[src/rtl/bts_pkg.sv]
// Shared types and constants of the bilinear texture sampler.
// Used by every module of the block; depends on nothing else.
`default_nettype none

package bts_pkg;

    // Default sizes handed to the top level parameters
    localparam int DEF_MAX_TEX_WIDTH  = 256;
    localparam int DEF_MAX_TEX_HEIGHT = 256;
    localparam int DEF_COLOR_BITS     = 16;

    // Size registers and their reset values
    localparam int CFG_W = 9;
    localparam logic [CFG_W-1:0] RST_TEX_WIDTH  = 9'd256;
    localparam logic [CFG_W-1:0] RST_TEX_HEIGHT = 9'd256;

    // Register port
    localparam int APB_AW = 4;
    localparam int APB_DW = 32;
    localparam logic [1:0] REG_WIDTH   = 2'd0;
    localparam logic [1:0] REG_HEIGHT  = 2'd1;
    localparam logic [1:0] REG_PRESENT = 2'd2;

    // Function codes of an input word
    localparam logic FUNC_WRITE  = 1'b0;
    localparam logic FUNC_SAMPLE = 1'b1;

    // Blend weights: one 16-bit fraction per axis, unity is 1 << 16
    localparam int FRAC_W = 16;
    localparam int WS_W   = FRAC_W + 1;
    localparam int WT_W   = 2 * FRAC_W + 1;
    localparam logic [WS_W-1:0] WS_ONE = 17'h1_0000;

    typedef struct packed {
        logic              func;
        logic [7:0]        write_x;
        logic [7:0]        write_y;
        logic [15:0]       color_red;
        logic [15:0]       color_green;
        logic [15:0]       color_blue;
        logic signed [31:0] coord_u;
        logic signed [31:0] coord_v;
        logic              tile_mode;
    } req_word_t;

    typedef struct packed {
        logic [15:0] sample_red;
        logic [15:0] sample_green;
        logic [15:0] sample_blue;
    } rsp_word_t;

    // Effective texture size and fallback switch
    typedef struct packed {
        logic [CFG_W-1:0] size_w;
        logic [CFG_W-1:0] size_h;
        logic             present;
    } size_t;

    // Control that travels with a word down the pipeline
    typedef struct packed {
        logic valid;
        logic sample;
        logic present;
        logic wr_en;
    } ctl_t;

endpackage

`default_nettype wire

[src/rtl/bts_cfg_regs.sv]
// Register file of the sampler: texture size and the texture present flag.
// Depends on bts_pkg.
`default_nettype none

module bts_cfg_regs #(
    parameter int MAX_TEX_WIDTH  = bts_pkg::DEF_MAX_TEX_WIDTH,
    parameter int MAX_TEX_HEIGHT = bts_pkg::DEF_MAX_TEX_HEIGHT
) (
    input  wire logic                          clk,
    input  wire logic                          rst_n,
    input  wire logic                          psel,
    input  wire logic                          penable,
    input  wire logic                          pwrite,
    input  wire logic [bts_pkg::APB_AW-1:0]    paddr,
    input  wire logic [bts_pkg::APB_DW-1:0]    pwdata,
    output logic      [bts_pkg::APB_DW-1:0]    prdata,
    output logic                               pready,
    output bts_pkg::size_t                     size
);

    logic [bts_pkg::CFG_W-1:0] width_reg;
    logic [bts_pkg::CFG_W-1:0] height_reg;
    logic                      present_reg;
    logic [1:0]                reg_sel;

    function automatic logic [bts_pkg::CFG_W-1:0] eff_size(
        input logic [bts_pkg::CFG_W-1:0] r,
        input int                        maxv
    );
        logic [bts_pkg::CFG_W-1:0] res;
        if (r == '0)
        begin
            res = bts_pkg::CFG_W'(1);
        end
        else if (32'(r) > maxv)
        begin
            res = bts_pkg::CFG_W'(maxv);
        end
        else
        begin
            res = r;
        end
        return res;
    endfunction

    assign reg_sel = paddr[3:2];
    assign pready  = 1'b1;

    always_ff @(posedge clk or negedge rst_n)
    begin
        if (!rst_n)
        begin
            width_reg   <= bts_pkg::RST_TEX_WIDTH;
            height_reg  <= bts_pkg::RST_TEX_HEIGHT;
            present_reg <= 1'b0;
        end
        else if (psel && penable && pwrite)
        begin
            unique case (reg_sel)
                bts_pkg::REG_WIDTH:   width_reg   <= pwdata[bts_pkg::CFG_W-1:0];
                bts_pkg::REG_HEIGHT:  height_reg  <= pwdata[bts_pkg::CFG_W-1:0];
                bts_pkg::REG_PRESENT: present_reg <= pwdata[0];
                default: ;
            endcase
        end
    end

    always_comb
    begin
        unique case (reg_sel)
            bts_pkg::REG_WIDTH:   prdata = bts_pkg::APB_DW'(width_reg);
            bts_pkg::REG_HEIGHT:  prdata = bts_pkg::APB_DW'(height_reg);
            bts_pkg::REG_PRESENT: prdata = bts_pkg::APB_DW'(present_reg);
            default:              prdata = '0;
        endcase
    end

    assign size.size_w  = eff_size(width_reg, MAX_TEX_WIDTH);
    assign size.size_h  = eff_size(height_reg, MAX_TEX_HEIGHT);
    assign size.present = present_reg;

endmodule

`default_nettype wire

[config.mk]
export PLATFORM = sky130hd
export DESIGN_NAME = bts_cfg_regs
export DESIGN_NICKNAME = d
export VERILOG_FILES = /design/src/rtl/bts_pkg.sv /design/src/rtl/bts_cfg_regs.sv
export SDC_FILE = /design/constraint.sdc
export NUM_CORES = 1
export LEC_CHECK = 0
export BUFFER_PORTS_ARGS = -buffer_cell sky130_fd_sc_hd__buf_2
export CORE_UTILIZATION = 40
export CTS_CLUSTER_DIAMETER = 50
export CTS_CLUSTER_SIZE = 40
export DETAILED_ROUTE_END_ITERATION = 7
export PLACE_DENSITY = 0.8
export REMOVE_ABC_BUFFERS = 1
export SLEW_MARGIN = 40
export SYNTH_ARGS = -nofsm -noshare
export SYNTH_HDL_FRONTEND = slang
export SYNTH_SLANG_ARGS = --single-unit
[constraint.sdc]
create_clock -name clk -period 1.4 [get_ports clk]
set_clock_uncertainty 0.05 [all_clocks]
set_input_delay 0.28 -clock clk [delete_from_list [all_inputs] [get_ports clk]]
set_output_delay 0.28 -clock clk [all_outputs]
set_load 0.01 [all_outputs]
==> results of run 1 <==
[through the flow]
step,utilization,std cells
after global routing,0.576,206
after floorplan,-,107
after CTS,0.561,204
after detailed placement,0.513,194
final,0.576,206
after global placement,0.513,194
[worst max-delay path: stages (launching register included)]
cell and delay (ns):
dfrtp_1 0.44, nor4_4 0.32, a21oi_1 0.10, nor2_1 0.13, buf_2 0.15
[layout by cell type (no fill, tap or decap), drive strengths merged]
| cell | n |
|---|---|
| a21oi | 2 |
| buf | 63 |
| clkbuf | 3 |
| clkinv | 1 |
| conb | 24 |
| dfrtp | 17 |
| dfstp | 2 |
| dlygate4sd3 | 1 |
| mux2 | 19 |
| mux2i | 9 |
| nand3 | 1 |
| nand3b | 1 |
| nor2 | 10 |
| nor2b | 14 |
| nor3 | 3 |
| nor3b | 1 |
| nor4 | 2 |
| o21ai | 1 |
| or3b | 1 |
[metal layers]
layer | routed length [µm] | GRT usage
met4 | 34 | 0.0816
met5 | 0 | 0
met3 | 178 | 0.0268
met2 | 1420 | 0.310
met1 | 1220 | 0.223
[timing repair]
| item | 4_1_cts | 5_1_grt |
|---|---|---|
| buffers inserted | 6 | 3 |
| pin swaps | 4 | 3 |
| hold buffers | 1 | 0 |
| gates resized for setup | 15 | 7 |
| cloned | 0 | 0 |
| hold endpoints to repair | 17 | 0 |
| endpoints found under the setup margin | 27 | 27 |
[cell usage after synthesis (2+ instances only)]
| cell type | count | area, µm² |
|---|---|---|
| conb_1 | 2 | 7.51 |
| dfstp_2 | 2 | 52.6 |
| nor3_1 | 2 | 10.0 |
| mux2_2 | 10 | 113 |
| nor2b_1 | 14 | 87.6 |
| clkbuf_1 | 5 | 18.8 |
| mux2i_1 | 9 | 90.1 |
| buf_4 | 25 | 188 |
| mux2_4 | 9 | 135 |
| nor2_1 | 10 | 37.5 |
| a21oi_1 | 2 | 10.0 |
| dfrtp_1 | 17 | 425 |
| nor4_1 | 2 | 12.5 |
[power by group]
part | switching (µW) | internal [µW] | leakage (µW)
sequential | 168 | 689 | 0.000228
clock | 186 | 107 | 0.0000177
combinational | 393 | 548 | 0.000647
[logic make-up (layout without fill, tap and decap cells)]
group | after synthesis | count (layout) | share of synthesized area
and+or+nand+nor | 33 | 33 | 0.153
buffers and inverters | 32 | 68 | 0.178
muxes | 28 | 28 | 0.270
DFF | 19 | 19 | 0.382
AOI/OAI and AO/OA | 3 | 3 | 0.0120
other | 2 | 24 | 0.00600
[cell type report]
cell class                      instances  area [µm²]
Sequential cell                        19         479
Timing Repair Buffer                   64         428
Tap cell                               31        38.8
Fill cell                             255        1210
Clock inverter                          1        5.00
Multi-Input combinational cell         88         671
Clock buffer                            3        22.5
[worst paths after layout]
kind / from / to / cells after the start
min reg2reg: present_reg / present_reg / 1
min: pwdata[3] / height_reg[3] / 2
max in group asynchronous: rst_n / width_reg[8] / 2
min in group asynchronous: rst_n / width_reg[3] / 2
max: width_reg[3] / size[10] / 4
max reg2reg: width_reg[6] / width_reg[6] / 2
==> run metrics, run 1 <==
Antenna Nets Post-Route=0; GPL Wtd Cong=0.788; setup violators final=25; floorplan core area=0.00285 mm²; synthesized area=0.00125 mm²; ant diodes=0; Finished Cell Area=0.00164 mm²; share of cells above drive strength 1=0.543; clock buffer depth=2; DIE WIDTH=58.0 µm; pin count of the biggest net entering global routing=20; DIE HEIGHT=58.0 µm; outcome=finished with violations; VDD IR max=0.749 mV; ys async rst share=1.00; DP HPWL=2020 µm; Initial DRT Pass Iterations=6; Seq/Total Area, Yosys=0.382; antenna violations before repair=0; CTS tree=built; worst min path class=in2reg; CP endpoint kind=output port; worst endpoint required time=1.07 ns; root buf cell=clkbuf_4; Worst Slack Setup Final=-0.366 ns; DR WL/cell=13.9 µm; failing checks=design-rule violations, negative setup slack; vias in the first global route=969; # port buffers=43; minimum clock period=1.77 ns; hold slack=0.160 ns; total CTS buffers=3; Final period util=1.26; die area=0.00336 mm²; pre-CTS setup slack=-0.0959 ns; CP Data Arrival Time=1.44 ns; register bit count reported by yosys=19; via count=968; First DRT Iteration DRCs=24; commonest register cell after synthesis=dfrtp_1; Slew Limit Fails=0; Critical Path Start Type=register; I/O Pins=93; Initial Util=0.439; CTS clk-pin slew, worst paths=0.12 ns; Cells after Synth=117; RSZ-0062 raised after global routing=yes; CTS sink cnt=19; final wirelength=2860 µm; Design Power=2090 µW; r2r setup slk=0.41 ns; Unique masters post-synth=21; cell row count=19; Synth-to-Final Area Change=31.3%; DRC=8; CP max FO=2; fmax=566 MHz; # Max-Cap Violations=0; Syn Area/Cell=10.7 µm²; placed inst area=0.00146 mm²; setup_tns=-3.65 ns; Global Route Usage Sum=0.180; LEAKAGE=0.000893 µW; global route overflow=0; clock insertion delay at the later pin of the skew report=0.31 ns; CTS H-Tree Depth=1; final hold viol count=0; Total Nets Final=217; wire length of the first global-routing pass=4550 µm; Pwr Density=1270 mW/mm²; vias per cell=4.70; Worst Path Class, Setup=reg2out; Ys Warns=0; number of synthesized flops with an enable pin=0
Power figures use the tool's default switching activity.
==> run 2, diff against run 1 <==
--- a/config.mk
+++ b/config.mk
@@ -6,10 +6,10 @@
 export NUM_CORES = 1
 export LEC_CHECK = 0
-export BUFFER_PORTS_ARGS = -buffer_cell sky130_fd_sc_hd__buf_2
-export CORE_UTILIZATION = 40
+export CORE_UTILIZATION = 55
 export CTS_CLUSTER_DIAMETER = 50
 export CTS_CLUSTER_SIZE = 40
 export DETAILED_ROUTE_END_ITERATION = 7
-export PLACE_DENSITY = 0.8
+export DONT_BUFFER_PORTS = 1
+export PLACE_DENSITY = 0.7
 export REMOVE_ABC_BUFFERS = 1
 export SLEW_MARGIN = 40
@@ -17,2 +17,3 @@
 export SYNTH_HDL_FRONTEND = slang
 export SYNTH_SLANG_ARGS = --single-unit
+export TNS_END_PERCENT = 1
==> constraint.sdc (replaced) <==
create_clock -name clk -period 1.4 [get_ports clk]
set_clock_uncertainty 0.05 [all_clocks]
set_input_delay 0.14 -clock clk [delete_from_list [all_inputs] [get_ports clk]]
set_output_delay 0.14 -clock clk [all_outputs]
set_load 0.01 [all_outputs]
==> run 2 against run 1 <==
Compared with the run above: the run ends with negative setup slack left; hold slack worse by 0.092 ns; first-iteration DRC count is 63% lower; critical endpoint unchanged; wire length is 17% lower; sequential power is 2% lower; fmax is 21% higher; setup slack better by 0.30 ns.
==> run metrics, run 2 (synthesized netlist as in run 1, its figures left out) <==
vias in the first global route=747; CTS tree=built; wire length of the first global-routing pass=3780 µm; Worst Reg-to-Reg Cells=3; DP HPWL=1610 µm; Critical-path top delay cell=dfrtp_1; Initial DRT Pass Iterations=4; RSZ-0062 raised after global routing=yes; share of cells above drive strength 1=0.336; Final period util=1.05; via count=786; global route overflow=0; Global Route Usage Sum=0.211; DR WL/cell=15.1 µm; crit path to=size[10]; Antenna Nets Post-Route=0; antenna violations before repair=0; Finished Cell Area=0.00139 mm²; Synth-to-Final Area Change=10.8%; crit path launch=width_reg[6]; VDD IR max=0.961 mV; CP endpoint kind=output port; outcome=finished with violations; clock insertion delay at the later pin of the skew report=0.28 ns; r2r startpoint=width_reg[6]; most frequent cells in the layout=conb_1, dfrtp_1, nor2b_1; CTS clk-pin slew, worst paths=0.12 ns; clock buffer depth=2; slowest cell delay on critical path=0.42 ns; vias per cell=4.97; total CTS buffers=3; placed inst area=0.00118 mm²; die area=0.00247 mm²; ant diodes=0; hold slack=0.0684 ns; failing checks=negative setup slack; CP Data Arrival Time=1.27 ns; Critical Path Start Type=register; CTS sink cnt=19; Slew Limit Fails=0; DIE WIDTH=49.7 µm; CTS H-Tree Depth=1; # Max-Cap Violations=0; DIE HEIGHT=49.7 µm; commonest non-fill, non-tap cell in the layout=conb_1; worst endpoint required time=1.21 ns; final wirelength=2390 µm; r2r setup slk=0.31 ns; fmax=683 MHz; setup violators final=3; Initial Util=0.613; DRC=0; # port buffers=0; Pwr Density=1270 mW/mm²; I/O Pins=93; setup_tns=-0.151 ns; final hold viol count=0; pin count of the biggest net entering global routing=20; Worst Path Class, Setup=reg2out; Total Nets Final=173; CP max FO=2; minimum clock period=1.46 ns; First DRT Iteration DRCs=9; cells along the critical path=nor4_2, a21oi_1, nor2_2; worst min path class=in2reg; GPL Wtd Cong=0.776; root buf cell=clkbuf_4; floorplan core area=0.00204 mm²; Worst Slack Setup Final=-0.0644 ns; cell row count=16; Reg2Reg Capture Point=width_reg[6]; LEAKAGE=0.000667 µW
run 2: changes by cell type in the layout (fill, tap and decap cells not counted), sizes merged:
| cell | previous run | this run |
|---|---|---|
| dlygate4sd3 | 1 | 10 |
| buf | 63 | 10 |
run 2: how the worst min path moves through the flow:
stage          cells after the start     start  slack (ns)            end
2_1_floorplan                      0     rst_n       -0.21  height_reg[0]
3_3_place_gp                       0     rst_n       -0.21  height_reg[4]
3_5_place_dp                       0     rst_n       -0.21  height_reg[3]
4_1_cts                            2  paddr[2]        0.06    present_reg
5_1_grt                            2  paddr[2]        0.06    present_reg
6_report                           2  paddr[2]        0.07    present_reg
run 2: layer usage:
layer / track usage / routed length (µm) / vias up
li1: - / - / 372
met1: 0.279 / 991 / 366
met2: 0.345 / 1220 / 48
met3: 0.0494 / 176 / 0
met4: 0.0571 / 0 / 0
met5: 0 / 0 / -
run 2: area by class of cell:
| class | count | area, µm² |
|---|---|---|
| flip-flops and latches | 19 | 479 |
| clock inverters | 1 | 5.00 |
| fillers | 169 | 654 |
| well taps | 27 | 33.8 |
| repair buffers | 20 | 180 |
| clock buffers | 3 | 22.5 |
| multi-input cells | 88 | 667 |
run 2: timing repair:
item                                   4_1_cts  5_1_grt
gates cloned                                 0        0
pin swaps                                    6        4
gates resized for setup                      3        7
buffers inserted                             4        1
setup endpoints to repair                    2       11
endpoints found under the hold margin       38       17
hold buffers                                10        1
run 2: critical path, delay by kind of cell, from the launching register on:
kind / cells / cell delay, ns
and+or+nand+nor: 2 / 0.43
AOI/OAI and AO/OA: 1 / 0.13
DFF: 1 / 0.42
run 2: power breakdown:
| part | switching, µW | internal (µW) | total, µW |
|---|---|---|---|
| sequential | 154 | 688 | 843 |
| clock | 169 | 106 | 276 |
| combinational | 316 | 332 | 648 |
| total | 639 | 1130 | 1770 |
run 2: stage by stage:
stage                     power [µW]  setup WS, ns  cells  utilization
final                           1770       -0.0644    158        0.680
after global routing            1890        -0.149    158        0.680
after detailed placement        1350         0.109    138        0.576
after global placement          1340         0.121    138        0.576
after floorplan                 1240        0.0729    107            -
after CTS                       1720        -0.117    156        0.661
